<file path="config.mk">
export PLATFORM = sky130hd
export DESIGN_NAME = dshb_dash
export DESIGN_NICKNAME = d
export VERILOG_FILES = /design/src/design/dshb_pkg.sv /design/src/design/dshb_dash.sv
export SDC_FILE = /design/constraint.sdc
export NUM_CORES = 2
export LEC_CHECK = 0
export BUFFER_PORTS_ARGS = -buffer_cell sky130_fd_sc_hd__buf_2
export CORE_MARGIN = 2
export CORE_UTILIZATION = 45
export CTS_CLUSTER_DIAMETER = 30
export DETAILED_ROUTE_END_ITERATION = 10
export GPL_TIMING_DRIVEN = 0
export SKIP_CTS_REPAIR_TIMING = 1
export SYNTH_ARGS = -nofsm -noshare
export SYNTH_HDL_FRONTEND = slang
export SYNTH_SLANG_ARGS = --single-unit
</file>
<file path="constraint.sdc">
create_clock -name clk -period 10.1 [get_ports clk]
set_input_delay 0.505 -clock clk [delete_from_list [all_inputs] [get_ports clk]]
set_output_delay 0.505 -clock clk [all_outputs]
set_load 0.01 [all_outputs]
</file>
<file path="src/design/dshb_pkg.sv">
// Shared types, constants and helper functions of the dashed rounded border shader.
`default_nettype none
package dshb_pkg;

  localparam int FRAC_BITS = 8;
  localparam int IFB       = FRAC_BITS + 1;
  localparam int MAX_DIM   = 1024;
  localparam int DIM_W     = 11;
  localparam int LEN_CFG_W = 18;
  localparam int LW        = 28;
  localparam int AW        = 22;
  localparam int CW        = 38;
  localparam int QB        = LW - IFB;
  localparam int PRE_SH    = 8;
  localparam int IDX_W     = 3;
  localparam int DATA_W    = 32;

  typedef logic signed [LW-1:0] len_t;
  typedef logic signed [AW-1:0] ang_t;
  typedef logic signed [CW-1:0] vec_t;

  localparam len_t ONE_L    = len_t'(1 << IFB);
  localparam len_t HALF_PIX = len_t'(1 << FRAC_BITS);
  localparam len_t EDGE_OFS = len_t'(3 << (FRAC_BITS - 1));

  localparam ang_t A_HALF_PI = ang_t'(102944);
  localparam ang_t A_PI      = ang_t'(205887);
  localparam ang_t A_TWO_PI  = ang_t'(411775);
  localparam logic signed [21:0] INV_GAIN = 22'sd636751;

  localparam logic [IDX_W-1:0] REG_IMAGE_WIDTH      = 3'd0;
  localparam logic [IDX_W-1:0] REG_IMAGE_HEIGHT     = 3'd1;
  localparam logic [IDX_W-1:0] REG_CORNER_RADIUS    = 3'd2;
  localparam logic [IDX_W-1:0] REG_STROKE_THICKNESS = 3'd3;
  localparam logic [IDX_W-1:0] REG_DASH_LENGTH      = 3'd4;
  localparam logic [IDX_W-1:0] REG_GAP_LENGTH       = 3'd5;
  localparam logic [IDX_W-1:0] REG_STROKE_COLOR     = 3'd6;

  typedef struct packed {
    logic [DIM_W-1:0]     image_width;
    logic [DIM_W-1:0]     image_height;
    logic [LEN_CFG_W-1:0] corner_radius;
    logic [LEN_CFG_W-1:0] stroke_thickness;
    logic [LEN_CFG_W-1:0] dash_length;
    logic [LEN_CFG_W-1:0] gap_length;
    logic [31:0]          stroke_color;
  } cfg_t;

  typedef struct packed {
    len_t xl;
    len_t yt;
    len_t xr;
    len_t yb;
    len_t c2t;
    len_t span;
    len_t rr;
    len_t lx;
    len_t rx;
    len_t ty;
    len_t by;
    logic signed [45:0] qa_prod;
    len_t hs;
    len_t vs;
    len_t qa;
    len_t off_tl;
    len_t off_br;
    len_t off_bl;
    len_t off_r;
    len_t off_b;
  } geo_t;

  typedef struct packed {
    logic corner;
    vec_t vx;
    vec_t vy;
    ang_t z;
    ang_t a0;
    len_t rr;
    len_t offs;
    len_t s_pos;
    len_t s_dist;
  } cd_t;

  typedef struct packed {
    len_t pos;
    len_t pdist;
  } pd_t;

  typedef struct packed {
    logic [7:0] red;
    logic [7:0] green;
    logic [7:0] blue;
    logic [7:0] coverage;
  } px_t;

  function automatic len_t lmin(input len_t a, input len_t b);
    return (a < b) ? a : b;
  endfunction

  function automatic len_t lmax(input len_t a, input len_t b);
    return (a > b) ? a : b;
  endfunction

  function automatic len_t labs(input len_t a);
    return (a < 0) ? -a : a;
  endfunction

  function automatic ang_t atan_val(input int k);
    ang_t v;
    case (k)
      0:       v = ang_t'(51472);
      1:       v = ang_t'(30386);
      2:       v = ang_t'(16055);
      3:       v = ang_t'(8150);
      4:       v = ang_t'(4091);
      5:       v = ang_t'(2047);
      6:       v = ang_t'(1024);
      7:       v = ang_t'(512);
      8:       v = ang_t'(256);
      9:       v = ang_t'(128);
      10:      v = ang_t'(64);
      11:      v = ang_t'(32);
      12:      v = ang_t'(16);
      13:      v = ang_t'(8);
      14:      v = ang_t'(4);
      15:      v = ang_t'(2);
      16:      v = ang_t'(1);
      default: v = '0;
    endcase
    return v;
  endfunction

endpackage
`default_nettype wire

</file>
<file path="src/design/dshb_dash.sv">
// Dash phase remainder pipeline, edge and dash ramps, and coverage rounding.
`default_nettype none
module dshb_dash (
  input  wire logic           clk,
  input  wire logic           rst,
  input  wire logic           en,
  input  wire logic           in_valid,
  input  wire dshb_pkg::pd_t  in,
  input  wire dshb_pkg::cfg_t cfg,
  output logic                out_valid,
  output dshb_pkg::px_t       out
);
  import dshb_pkg::*;

  typedef struct packed {
    logic          neg;
    logic [LW-1:0] r;
    len_t          pdist;
  } dv_t;

  dv_t  dq  [0:QB];
  logic dqv [0:QB];

  logic [20:0] per;
  len_t        dash_i;
  len_t        n;

  function automatic logic [IFB:0] ramp(input len_t x);
    logic [IFB:0] v;
    if (x < 0) v = '0;
    else if (x > ONE_L) v = ONE_L[IFB:0];
    else v = x[IFB:0];
    return v;
  endfunction

  always_comb begin
    per    = 21'({3'b0, cfg.dash_length} + {3'b0, cfg.gap_length}) << 1;
    if (per < 21'(ONE_L)) per = 21'(ONE_L);
    dash_i = len_t'(cfg.dash_length) <<< 1;
    n      = in.pos + len_t'(cfg.dash_length);
  end

  always_ff @(posedge clk) begin
    if (rst) begin
      dqv[0] <= 1'b0;
    end else if (en) begin
      dqv[0] <= in_valid;
    end
  end

  always_ff @(posedge clk) begin
    if (en) begin
      dq[0].neg   <= n < 0;
      dq[0].r     <= (n < 0) ? LW'(-n) : LW'(n);
      dq[0].pdist <= in.pdist;
    end
  end

  for (genvar k = 0; k < QB; k++) begin : g_rem
    localparam int BI = QB - 1 - k;
    dv_t nxt;
    always_comb begin
      nxt = dq[k];
      if ((dq[k].r >> BI) >= LW'(per)) nxt.r = dq[k].r - (LW'(per) << BI);
    end
    always_ff @(posedge clk) begin
      if (rst) begin
        dqv[k+1] <= 1'b0;
      end else if (en) begin
        dqv[k+1] <= dqv[k];
      end
    end
    always_ff @(posedge clk) begin
      if (en) dq[k+1] <= nxt;
    end
  end

  len_t             ph;
  logic [IFB:0]     eg_next, da_next;
  logic             e1_v, e2_v;
  logic [IFB:0]     e1_eg, e1_da;
  logic [2*IFB+1:0] e2_m;
  logic [28:0]      prod;
  logic [10:0]      cov_w;
  logic [7:0]       cov;

  always_comb begin
    ph      = dq[QB].neg ? -len_t'(dq[QB].r) : len_t'(dq[QB].r);
    da_next = '0;
    if (ph <= dash_i) da_next = ramp(lmin(ph + HALF_PIX, dash_i - ph + HALF_PIX));
    eg_next = ramp(len_t'(cfg.stroke_thickness) + EDGE_OFS - dq[QB].pdist);
    prod    = 29'(cfg.stroke_color[31:24]) * 29'(e2_m) + 29'(1 << (2 * IFB - 1));
    cov_w   = prod[28:2*IFB];
    cov     = (cov_w > 11'd255) ? 8'd255 : cov_w[7:0];
  end

  always_ff @(posedge clk) begin
    if (rst) begin
      e1_v      <= 1'b0;
      e2_v      <= 1'b0;
      out_valid <= 1'b0;
    end else if (en) begin
      e1_v      <= dqv[QB];
      e2_v      <= e1_v;
      out_valid <= e2_v;
    end
  end

  always_ff @(posedge clk) begin
    if (en) begin
      e1_eg        <= eg_next;
      e1_da        <= da_next;
      e2_m         <= e1_eg * e1_da;
      out.coverage <= cov;
      out.red      <= (cov != '0) ? cfg.stroke_color[7:0] : 8'd0;
      out.green    <= (cov != '0) ? cfg.stroke_color[15:8] : 8'd0;
      out.blue     <= (cov != '0) ? cfg.stroke_color[23:16] : 8'd0;
    end
  end

endmodule
`default_nettype wire

</file>
==> impl_metrics.json <==
{
  "status": "complete, but fails checks",
  "violations": "hold timing",
  "grt_use_total_pct": 19.2,
  "clk_path_buf_depth": 4,
  "tightest_slew_ns": 1.36,
  "avgSynthCellArea_um2": 12.2,
  "setup_ws_ns": 0.310,
  "synth_mux_area_share_pct": 2.54,
  "syn_nets": 6751,
  "reg2reg_depth": 28,
  "yosys.area_share.simple_pct": 11.5,
  "drtIter0Drc": 2893,
  "hp-start": "cfg[5]",
  "cts_max_level": 5,
  "synth.area.top_cells": "edfxtp_1 52%, ha_1 9.8%, fa_1 5.5%",
  "finalCritPeriodShare_pct": 96.9,
  "r2r-start": "dq[9][113]$_DFFE_PP_",
  "min_to": "out[29]$_SDFFCE_PN0P_",
  "grtUsageMet2_pct": 31.3,
  "fin_nets": 7283,
  "rsz0062_at_grt": "true",
  "drc": 0,
  "wl_per_cell_um": 18.1,
  "drive_above_1_share_pct": 12.6,
  "die_y_um": 400,
  "antenna_left": 0,
  "cts_buffers": 285,
  "rows": 145,
  "routed_via_density": 5.34,
  "firstDrtPassIters": 7,
  "critPathCaptureType": "register",
  "syn_area_um2": 70700,
  "critPathMaxStageDelay_ns": 1.10,
  "synth.most_common_cell": "edfxtp_1",
  "grt_pass1_wl_um": 246000,
  "hold_slack_ns": -0.0223,
  "cp_common_cell": "clkbuf_1",
  "yosysUniqueCellTypes": 99,
  "crit_family": "simple AND/OR/NAND/NOR gates",
  "synth_top_area_share_pct": 52.3,
  "synthAdderAreaFrac_pct": 15.3,
  "ys.flop_type": "edfxtp_1",
  "syn_to_final_growth_pct": 20.0,
  "min_period_ns": 9.79,
  "seq_area_um2": 37100,
  "use_met3_pct": 3.35,
  "cp.required_ns": 10.51,
  "n_fill_cell": 13000,
  "dieArea_um2": 160000,
  "start_util_pct": 45.3,
  "syn_inst": 5818,
  "core_um2": 156000,
  "hold_depth": 2,
  "fin_skew_ns": 0.0852,
  "drv_cap": 0,
  "dp_hpwl_um": 109000,
  "die_w_um": 400,
  "slew_violations": 0,
  "finalSetupViolCount": 0,
  "cts_tree": "yes",
  "use_met1_pct": 25.1,
  "path_class": "reg -> reg",
  "hold_viol_final": 3,
  "worstReg2RegEnd": "e1_da[8]$_SDFFCE_PP0P_",
  "grt_overflow": 0,
  "ys_top_cells_by_count": "1232 x edfxtp_1, 554 x ha_1, 470 x inv_1",
  "synth_seq_cells": 1235,
  "synth_top_family_by_area": "adder cells",
  "root_buffer": "clkbuf_16",
  "routed_wl_um": 156000,
  "synth_top_area_cell": "edfxtp_1",
  "synth_edf_count": 1232,
  "vias": 46000,
  "tns_ns": 0,
  "cp_num_buf_inv": 5,
  "cp_data_arrival_time_ns": 10.20,
  "startpoint_type": "register",
  "top_usage_layer": "met2",
  "synth_compound_area_share_pct": 10.3,
  "ff2ff_setup_slack_ns": 0.31,
  "synth-xor-area-share_pct": 5.07,
  "peakVddDrop_v": 0.000192,
  "place_congestion": 0.884,
  "pin_count": 219,
  "multi_input_area_um2": 31700,
  "crit_path_top_delay_cell": "nor3_1",
  "grt_max_degree": 181,
  "slew_headroom_pct": 9.05,
  "cp_max_fo": 10,
  "ys_warn_count": 0,
  "power_density_nw_per_um2": 304,
  "grt_pass1_vias": 46000,
  "clk_pin_slew_ns": 0.06,
  "clock.fmax_ghz": 0.102,
  "async_flop_share_pct": 0,
  "antenna_found_initial": 5,
  "min_path_type": "in -> reg",
  "cts_sinks": 1235,
  "synth-seq-area-share_pct": 52.4,
  "clock_latency_ns": 0.89,
  "io_buffers": 171,
  "p_leak_nw": 34.4,
  "post-place-ws_ns": -0.0508
}
-- cell type report --
type	instances	share of cell area, %
well taps	2058	3.03
diodes	1	0.00295
multi-input cells	4020	37.3
plain buffers	91	0.411
clock buffers	321	8.69
inverters	472	2.09
flip-flops and latches	1235	43.7
clock inverters	171	2.53
repair buffers	245	2.24
-- sequential cells by signal, indices dropped and copies added, names as in the netlist --
register / flops
e2_v: 1
e1_da: 10
e1_v: 1
e1_eg: 10
dqv: 20
dq: 1140
out: 32
e2_m: 20
out_valid: 1
-- cells in the final DEF, fill, tap and decap left out, types with 112 or more instances in the layout --
master,count
mux2_2,121
o21ai_0,269
edfxtp_1,1232
inv_1,470
ha_1,554
nand2_1,390
xor2_1,160
clkbuf_16,290
buf_2,176
clkbuf_1,112
nor2_1,308
a21o_1,138
and2_1,225
xnor2_1,238
a21oi_1,320
fa_1,193
-- how the worst max path moves through the flow --
stage / start / endpoint / depth (start not counted)
detailed placement: cfg[51] / dq[7][49]$_DFFE_PP_ / 31
global placement: en / dqv[11]$_DFFE_PP_ / 2
floorplan: cfg[33] / dq[7][45]$_DFFE_PP_ / 29
global route: dq[9][113]$_DFFE_PP_ / e1_da[8]$_SDFFCE_PP0P_ / 29
finish: dq[9][113]$_DFFE_PP_ / e1_da[8]$_SDFFCE_PP0P_ / 28
CTS: dq[9][113]$_DFFE_PP_ / e1_da[8]$_SDFFCE_PP0P_ / 28
-- kinds of logic (layout without fill, tap and decap cells) --
family	after synthesis	in the layout
XOR/XNOR	407	407
AND/OR/NAND/NOR	1566	1566
adder cells (fa/ha/maj)	749	749
other	0	1
AO/OA/AOI/OAI	1134	1134
buffers and inverters	563	1300
multiplexers	164	164
flip-flops	1235	1235
-- through the flow --
step | cell area (um2) | utilization [%] | hold WS, ns | std cells | total power, mW
finish | 84900 | 54.3 | -0.0223 | 8614 | 25.8
floorplan | 70700 | - | 0.400 | 5818 | 14.3
global route | 84900 | 54.3 | 0.00413 | 8614 | 27.5
global placement | 74200 | 47.5 | 0.400 | 8047 | 16.6
detailed placement | 74800 | 47.9 | 0.405 | 8070 | 16.6
CTS | 84400 | 54.0 | -0.273 | 8562 | 26.0
-- layer usage --
layer  routed length, um  part of all wire, %
met5                  13               0.0084
met4                6010                  3.9
met3                7380                  4.7
met2               73100                   47
met1               69000                   44
-- power by group --
part           internal [mW]  switching (mW)  leakage [nW]
logic                   4.00            5.36          17.7
registers               6.85           0.518          12.1
clock network           6.33            2.76          4.62
Note: power is estimated with default switching activity, not from simulation.
