File: src/design/dshb_pkg.sv
// Shared types, constants and helper functions of the dashed rounded border shader.
`default_nettype none
package dshb_pkg;

  localparam int FRAC_BITS = 8;
  localparam int IFB       = FRAC_BITS + 1;
  localparam int MAX_DIM   = 1024;
  localparam int DIM_W     = 11;
  localparam int LEN_CFG_W = 18;
  localparam int LW        = 28;
  localparam int AW        = 22;
  localparam int CW        = 38;
  localparam int QB        = LW - IFB;
  localparam int PRE_SH    = 8;
  localparam int IDX_W     = 3;
  localparam int DATA_W    = 32;

  typedef logic signed [LW-1:0] len_t;
  typedef logic signed [AW-1:0] ang_t;
  typedef logic signed [CW-1:0] vec_t;

  localparam len_t ONE_L    = len_t'(1 << IFB);
  localparam len_t HALF_PIX = len_t'(1 << FRAC_BITS);
  localparam len_t EDGE_OFS = len_t'(3 << (FRAC_BITS - 1));

  localparam ang_t A_HALF_PI = ang_t'(102944);
  localparam ang_t A_PI      = ang_t'(205887);
  localparam ang_t A_TWO_PI  = ang_t'(411775);
  localparam logic signed [21:0] INV_GAIN = 22'sd636751;

  localparam logic [IDX_W-1:0] REG_IMAGE_WIDTH      = 3'd0;
  localparam logic [IDX_W-1:0] REG_IMAGE_HEIGHT     = 3'd1;
  localparam logic [IDX_W-1:0] REG_CORNER_RADIUS    = 3'd2;
  localparam logic [IDX_W-1:0] REG_STROKE_THICKNESS = 3'd3;
  localparam logic [IDX_W-1:0] REG_DASH_LENGTH      = 3'd4;
  localparam logic [IDX_W-1:0] REG_GAP_LENGTH       = 3'd5;
  localparam logic [IDX_W-1:0] REG_STROKE_COLOR     = 3'd6;

  typedef struct packed {
    logic [DIM_W-1:0]     image_width;
    logic [DIM_W-1:0]     image_height;
    logic [LEN_CFG_W-1:0] corner_radius;
    logic [LEN_CFG_W-1:0] stroke_thickness;
    logic [LEN_CFG_W-1:0] dash_length;
    logic [LEN_CFG_W-1:0] gap_length;
    logic [31:0]          stroke_color;
  } cfg_t;

  typedef struct packed {
    len_t xl;
    len_t yt;
    len_t xr;
    len_t yb;
    len_t c2t;
    len_t span;
    len_t rr;
    len_t lx;
    len_t rx;
    len_t ty;
    len_t by;
    logic signed [45:0] qa_prod;
    len_t hs;
    len_t vs;
    len_t qa;
    len_t off_tl;
    len_t off_br;
    len_t off_bl;
    len_t off_r;
    len_t off_b;
  } geo_t;

  typedef struct packed {
    logic corner;
    vec_t vx;
    vec_t vy;
    ang_t z;
    ang_t a0;
    len_t rr;
    len_t offs;
    len_t s_pos;
    len_t s_dist;
  } cd_t;

  typedef struct packed {
    len_t pos;
    len_t pdist;
  } pd_t;

  typedef struct packed {
    logic [7:0] red;
    logic [7:0] green;
    logic [7:0] blue;
    logic [7:0] coverage;
  } px_t;

  function automatic len_t lmin(input len_t a, input len_t b);
    return (a < b) ? a : b;
  endfunction

  function automatic len_t lmax(input len_t a, input len_t b);
    return (a > b) ? a : b;
  endfunction

  function automatic len_t labs(input len_t a);
    return (a < 0) ? -a : a;
  endfunction

  function automatic ang_t atan_val(input int k);
    ang_t v;
    case (k)
      0:       v = ang_t'(51472);
      1:       v = ang_t'(30386);
      2:       v = ang_t'(16055);
      3:       v = ang_t'(8150);
      4:       v = ang_t'(4091);
      5:       v = ang_t'(2047);
      6:       v = ang_t'(1024);
      7:       v = ang_t'(512);
      8:       v = ang_t'(256);
      9:       v = ang_t'(128);
      10:      v = ang_t'(64);
      11:      v = ang_t'(32);
      12:      v = ang_t'(16);
      13:      v = ang_t'(8);
      14:      v = ang_t'(4);
      15:      v = ang_t'(2);
      16:      v = ang_t'(1);
      default: v = '0;
    endcase
    return v;
  endfunction

endpackage
`default_nettype wire

File: src/design/dshb_geom.sv
// Geometry stages: derived path setup, region split, straight-edge distance and CORDIC seed.
`default_nettype none
module dshb_geom (
  input  wire logic          clk,
  input  wire logic          rst,
  input  wire logic          en,
  input  wire logic          in_valid,
  input  wire logic [9:0]    pixel_x,
  input  wire logic [9:0]    pixel_y,
  input  wire dshb_pkg::cfg_t cfg,
  output logic               out_valid,
  output dshb_pkg::cd_t      out
);
  import dshb_pkg::*;

  localparam int PD = 6;

  typedef struct packed {
    logic corner;
    len_t dx;
    len_t dy;
    len_t offs;
    ang_t a0;
    len_t c0;
    len_t c1;
    len_t c2;
    len_t c3;
    len_t cx;
    len_t cy;
  } sa_t;

  logic [DIM_W-1:0] wd, ht;
  len_t t_len;
  geo_t g1, g2, g3, g4, g5, g6;
  geo_t g1_next, g2_next, g3_next, g4_next, g5_next, g6_next;

  logic p_v [1:PD];
  len_t p_qx [1:PD];
  len_t p_qy [1:PD];

  sa_t  a_next, a;
  logic a_v;
  cd_t  b_next;
  len_t ox, oy;

  always_comb begin
    wd = cfg.image_width;
    if (cfg.image_width == '0) wd = DIM_W'(1);
    else if (cfg.image_width > DIM_W'(MAX_DIM)) wd = DIM_W'(MAX_DIM);
    ht = cfg.image_height;
    if (cfg.image_height == '0) ht = DIM_W'(1);
    else if (cfg.image_height > DIM_W'(MAX_DIM)) ht = DIM_W'(MAX_DIM);
    t_len = len_t'(cfg.stroke_thickness);
  end

  always_comb begin
    g1_next     = '0;
    g1_next.xl  = t_len;
    g1_next.yt  = t_len;
    g1_next.xr  = (len_t'(wd) <<< IFB) - t_len;
    g1_next.yb  = (len_t'(ht) <<< IFB) - t_len;
    g1_next.c2t = (len_t'(cfg.corner_radius) <<< 1) - t_len;

    g2_next      = g1;
    g2_next.span = lmin(g1.xr - g1.xl, g1.yb - g1.yt);

    g3_next    = g2;
    g3_next.rr = lmax(ONE_L, lmin(g2.c2t, (g2.span > 0) ? (g2.span >>> 1) : len_t'(0)));

    g4_next         = g3;
    g4_next.lx      = g3.xl + g3.rr;
    g4_next.rx      = g3.xr - g3.rr;
    g4_next.ty      = g3.yt + g3.rr;
    g4_next.by      = g3.yb - g3.rr;
    g4_next.qa_prod = g3.rr * A_HALF_PI;

    g5_next    = g4;
    g5_next.hs = lmax(len_t'(0), g4.rx - g4.lx);
    g5_next.vs = lmax(len_t'(0), g4.by - g4.ty);
    g5_next.qa = len_t'((g4.qa_prod + 46'sd32768) >>> 16);

    g6_next        = g5;
    g6_next.off_tl = (g5.hs <<< 1) + (g5.vs <<< 1) + g5.qa + (g5.qa <<< 1);
    g6_next.off_br = g5.hs + g5.qa + g5.vs;
    g6_next.off_bl = (g5.hs <<< 1) + g5.vs + (g5.qa <<< 1);
    g6_next.off_r  = g5.hs + g5.qa;
    g6_next.off_b  = g5.hs + (g5.qa <<< 1) + g5.vs;
  end

  always_ff @(posedge clk) begin
    g1 <= g1_next;
    g2 <= g2_next;
    g3 <= g3_next;
    g4 <= g4_next;
    g5 <= g5_next;
    g6 <= g6_next;
  end

  always_ff @(posedge clk) begin
    if (rst) begin
      for (int i = 1; i <= PD; i++) p_v[i] <= 1'b0;
      a_v       <= 1'b0;
      out_valid <= 1'b0;
    end else if (en) begin
      p_v[1] <= in_valid;
      for (int i = 2; i <= PD; i++) p_v[i] <= p_v[i-1];
      a_v       <= p_v[PD];
      out_valid <= a_v;
    end
  end

  always_ff @(posedge clk) begin
    if (en) begin
      p_qx[1] <= (len_t'(pixel_x) <<< IFB) + HALF_PIX;
      p_qy[1] <= (len_t'(pixel_y) <<< IFB) + HALF_PIX;
      for (int i = 2; i <= PD; i++) begin
        p_qx[i] <= p_qx[i-1];
        p_qy[i] <= p_qy[i-1];
      end
      a   <= a_next;
      out <= b_next;
    end
  end

  always_comb begin
    a_next        = '0;
    ox            = g6.lx;
    oy            = g6.ty;
    a_next.corner = 1'b1;
    priority if (p_qx[PD] < g6.lx && p_qy[PD] < g6.ty) begin
      a_next.offs = g6.off_tl;
      a_next.a0   = A_PI;
    end else if (p_qx[PD] > g6.rx && p_qy[PD] < g6.ty) begin
      ox          = g6.rx;
      a_next.offs = g6.hs;
      a_next.a0   = -A_HALF_PI;
    end else if (p_qx[PD] > g6.rx && p_qy[PD] > g6.by) begin
      ox          = g6.rx;
      oy          = g6.by;
      a_next.offs = g6.off_br;
      a_next.a0   = '0;
    end else if (p_qx[PD] < g6.lx && p_qy[PD] > g6.by) begin
      oy          = g6.by;
      a_next.offs = g6.off_bl;
      a_next.a0   = A_HALF_PI;
    end else begin
      a_next.corner = 1'b0;
    end
    a_next.dx = p_qx[PD] - ox;
    a_next.dy = p_qy[PD] - oy;
    a_next.c0 = labs(p_qy[PD] - g6.yt);
    a_next.c1 = labs(p_qx[PD] - g6.xr);
    a_next.c2 = labs(p_qy[PD] - g6.yb);
    a_next.c3 = labs(p_qx[PD] - g6.xl);
    a_next.cx = lmax(lmin(p_qx[PD], g6.rx), g6.lx);
    a_next.cy = lmax(lmin(p_qy[PD], g6.by), g6.ty);
  end

  always_comb begin
    logic [1:0] sel;
    len_t best;
    b_next        = '0;
    b_next.corner = a.corner;
    b_next.a0     = a.a0;
    b_next.rr     = g6.rr;
    b_next.offs   = a.offs;
    if (a.dx < 0) begin
      b_next.vx = vec_t'(-a.dx) <<< PRE_SH;
      b_next.vy = vec_t'(-a.dy) <<< PRE_SH;
      b_next.z  = (a.dy >= 0) ? A_PI : -A_PI;
    end else begin
      b_next.vx = vec_t'(a.dx) <<< PRE_SH;
      b_next.vy = vec_t'(a.dy) <<< PRE_SH;
      b_next.z  = '0;
    end
    sel  = 2'd0;
    best = a.c0;
    if (a.c1 < best) begin
      sel  = 2'd1;
      best = a.c1;
    end
    if (a.c2 < best) begin
      sel  = 2'd2;
      best = a.c2;
    end
    if (a.c3 < best) begin
      sel  = 2'd3;
      best = a.c3;
    end
    b_next.s_dist = best;
    unique case (sel)
      2'd0: b_next.s_pos = a.cx - g6.lx;
      2'd1: b_next.s_pos = g6.off_r + a.cy - g6.ty;
      2'd2: b_next.s_pos = g6.off_b + g6.rx - a.cx;
      2'd3: b_next.s_pos = g6.off_bl + g6.qa + g6.by - a.cy;
    endcase
  end

endmodule
`default_nettype wire

File: config.mk
export PLATFORM = sky130hd
export DESIGN_NAME = dshb_geom
export DESIGN_NICKNAME = d
export VERILOG_FILES = /design/src/design/dshb_pkg.sv /design/src/design/dshb_geom.sv
export SDC_FILE = /design/constraint.sdc
export NUM_CORES = 2
export LEC_CHECK = 0
export ABC_AREA = 1
export BUFFER_PORTS_ARGS = -buffer_cell sky130_fd_sc_hd__buf_2
export CORE_MARGIN = 2
export CORE_UTILIZATION = 55
export CTS_BUF_LIST = sky130_fd_sc_hd__clkbuf_4
export CTS_CLUSTER_SIZE = 24
export DETAILED_ROUTE_END_ITERATION = 7
export PLACE_DENSITY = 0.81
export RECOVER_POWER = 25
export SLEW_MARGIN = 20
export SYNTH_ARGS = -nofsm -noshare
export SYNTH_HDL_FRONTEND = slang
export SYNTH_SLANG_ARGS = --single-unit
File: constraint.sdc
create_clock -name clk -period 5.5 [get_ports clk]
set_clock_uncertainty 0.2 [all_clocks]
set_input_delay 1.1 -clock clk [delete_from_list [all_inputs] [get_ports clk]]
set_output_delay 1.1 -clock clk [all_outputs]
set_load 0.05 [all_outputs]
==> results.cfg <==
[run_status]
status = finished, violations left
violated_checks = setup timing

[finish]
nFillCells = 11731
design_area_um2 = 96300
layout.cells.most_common = sky130_fd_sc_hd__nand2_1
final_cell_count_no_fill = 12083
layout.cells.most_common_list = sky130_fd_sc_hd__nand2_1 (1452), sky130_fd_sc_hd__inv_1 (1134), sky130_fd_sc_hd__dfxtp_1 (967)
final_nets = 11023
synthToLayoutAreaGrowth_pct = 17.7
final_layout_size_suffix_gt1_share_pct = 16.8

[critical_path]
critical_path.most_common_cell = sky130_fd_sc_hd__nand3_2
worst-endpoint-arrival_ps = 7030
worst-path-max-fanout = 11
cpPeakStageDelay_ps = 460
endpoint = out[53]
critPathCaptureType = flip-flop
critical_path_cell_count = 39
startpoint_type = flip-flop
critical_path.n_buffers_inverters = 9
critical_path.reg2reg.startpoint = a[123]
cpLargestDelayFamily = simple AND/OR/NAND/NOR gates
reg2reg_to = out[53]
cp_data_required_time_ps = 6370
cpMaxStageDelayCell = sky130_fd_sc_hd__edfxtp_1
path_class = reg2reg
r2r_setup_slack_ps = -670
worst_setup_path_startpoint = a[123]
r2r.worst_path.cells = 39

[sta]
setup_viol_count_final = 55
period_minus_slack_ps = 6170
setup_repair_after_global_routing_missed_its_margin = true
max_slew.worst_pin.slew_ps = 1140
fmaxAchievable_mhz = 162
final_hold_viol_count = 0
relSlewSlack_pct = 24.3
fin_ws_ps = -668
final_report_max_slew_violation_count = 0
post-route-period-util_pct = 112
finalSetupTns_ps = -31410

[cts]
clock_insertion_delay_worst_skew_ps = 1390
cts_tree = done
worst_setup_hold_path_clk_slew_ps = 80
tritoncts.num_buffers = 392
clockBufferDepth = 4
htreeDepth = 5
clockRootBuffer = sky130_fd_sc_hd__clkbuf_4
clkSinkCount = 1523

[min_path]
worst_hold_path_type = reg2reg

[placement]
post_dp_cell_area_um2 = 87900
io_buffer_count = 299
placement.setup.worst_slack_ps = -1030
placed_cells = 11235
place.gp.congestion = 1.07
hpwlAfterDp_um = 218000

[yosys]
post_synth_and_or_nand_nor_area_fraction_pct = 14.1
synth_edf_count = 555
synth_adder_area_share_pct = 18.2
synth_warnings = 0
synth.lib_cells_used.distinct = 68
synthXorXnorAreaFrac_pct = 6.62
post_synth_inst_count = 8771
syn-mean-instance-area_um2 = 9.33
post_synth_mux_area_share_pct = 0.0826
synthArstFlopShare_pct = 0
synthesis.area_um2 = 81800
postSynthRegisterBits = 1523
post_synthesis_compound_gate_area_fraction_pct = 10.5
synth_top_family_by_area = adder cells
synth_flop_cell = sky130_fd_sc_hd__dfxtp_1
share_of_the_yosys_chip_area_belonging_to_registers_pct = 44.1

[floorplan]
die-area_um2 = 152000
initial_core_util_pct = 55.4
die_width_um = 390
top_level_ports = 384
std_cell_rows = 141
placeableCoreArea_um2 = 148000
die_h_um = 390

[global_route]
grt_pass1_vias = 65572
aggregate_global_route_resource_usage_pct = 35.1
global_route.overflow_total = 0
antenna_found_initial = 14
grt_max_degree = 95
grt_pass1_wl_um = 398000

[drt]
drc = 0
drt-initial-drc-count = 6369
first_pass_iters = 6
vias_per_cell = 5.58
vias = 67369
post_route_antenna_net_violation_count = 0
wl_um = 273000
post_drt_wl_per_cell_um = 22.6

[flow_run]
max_cap_violations = 0
-- flip-flops by register name, summed over array words and instances, names as in the netlist --
name / count
g6: 314
a: 255
g5: 227
g4: 174
out: 174
g2: 90
g3: 71
g1: 69
p_qx: 60
p_qy: 60
b_next: 21
p_v: 6
a_v: 1
out_valid: 1
-- logic make-up (layout without fill, tap and decap cells) --
family / after synthesis / count (layout)
AND/OR/NAND/NOR: 2731 / 2731
other: 2 / 57
buffers and inverters: 1333 / 2660
XOR/XNOR: 618 / 618
flip-flops: 1523 / 1523
adder cells (fa/ha/maj): 1031 / 1031
multiplexers: 6 / 6
AO/OA/AOI/OAI: 1527 / 1527
-- repair_timing --
item | 4_1_cts | 5_1_grt
setup endpoints to repair | 55 | 105
gates cloned | 21 | 2
gates resized for setup | 278 | 171
hold buffers | 67 | 0
buffers inserted | 37 | 20
pin swaps | 55 | 55
endpoints found under the hold margin | 87 | 0
-- worst min-delay path by stage --
| stage | start | endpoint | slack, ps | depth (start not counted) |
|---|---|---|---|---|
| 6_report | g5[271] | g6[271] | 70 | 0 |
| 5_1_grt | cfg[101] | g1[454] | 70 | 4 |
| 4_1_cts | cfg[109] | g1[480] | 0.02 | 5 |
| 3_5_place_dp | g4[399] | g5[399] | 110 | 0 |
| 3_3_place_gp | g2[533] | g3[533] | 110 | 0 |
| 2_1_floorplan | g5[398] | b_next[100] | 110 | 0 |
-- cells in the mapped netlist, drive strengths merged (6+ instances only) --
cell,count,area (um^2)
dfxtp,968,19400
inv,1167,4380
nand2,1546,5890
a21boi,28,214
nor4,30,188
buf,79,567
edfxtp,555,16700
ha,764,9560
xnor2,214,1870
nand4,93,582
o211ai,19,143
nor3,82,425
o2111ai,51,447
o221ai,24,210
xor2,404,3540
nand3,302,1540
mux2,6,67.6
o31ai,17,128
a21o,35,263
a211oi,17,133
nand3b,18,135
o21a,37,278
clkbuf,83,312
a31oi,27,169
a21oi,690,3460
nor2,596,2350
a221oi,8,70.1
nor3b,6,45.0
o21bai,31,236
or2,49,307
o21ai,528,2690
fa,267,5350
-- routing by layer --
layer	global-route usage (%)	up-vias	part of all wire (%)
li1	-	31568	-
met1	45.6	31766	40
met2	54.4	3327	44
met3	8.32	700	9.4
met4	18.9	8	6.0
met5	0	-	0.018
-- per-stage QoR --
stage / util [%] / hold slack [ps]
floorplan: - / 110
global placement: 59.5 / 110
detailed placement: 59.5 / 112
CTS: 64.6 / 0.0162
global route: 65.2 / 65.4
finish: 65.2 / 68.0
-- layout make-up --
| type | count | area, um^2 | share of cell area, % |
|---|---|---|---|
| Sequential cell | 1523 | 36000 | 37.4 |
| Inverter | 1171 | 4440 | 4.61 |
| Clock inverter | 129 | 731 | 0.759 |
| Timing Repair Buffer | 796 | 6150 | 6.39 |
| Multi-Input combinational cell | 5958 | 42300 | 43.9 |
| Tap cell | 1930 | 2410 | 2.51 |
| Antenna cell | 12 | 30.0 | 0.0312 |
| Clock buffer | 564 | 4230 | 4.40 |
Power is left out: the tool's default activity adds up to more than one toggle a clock period on the data nets, which glitch-free logic cannot reach.
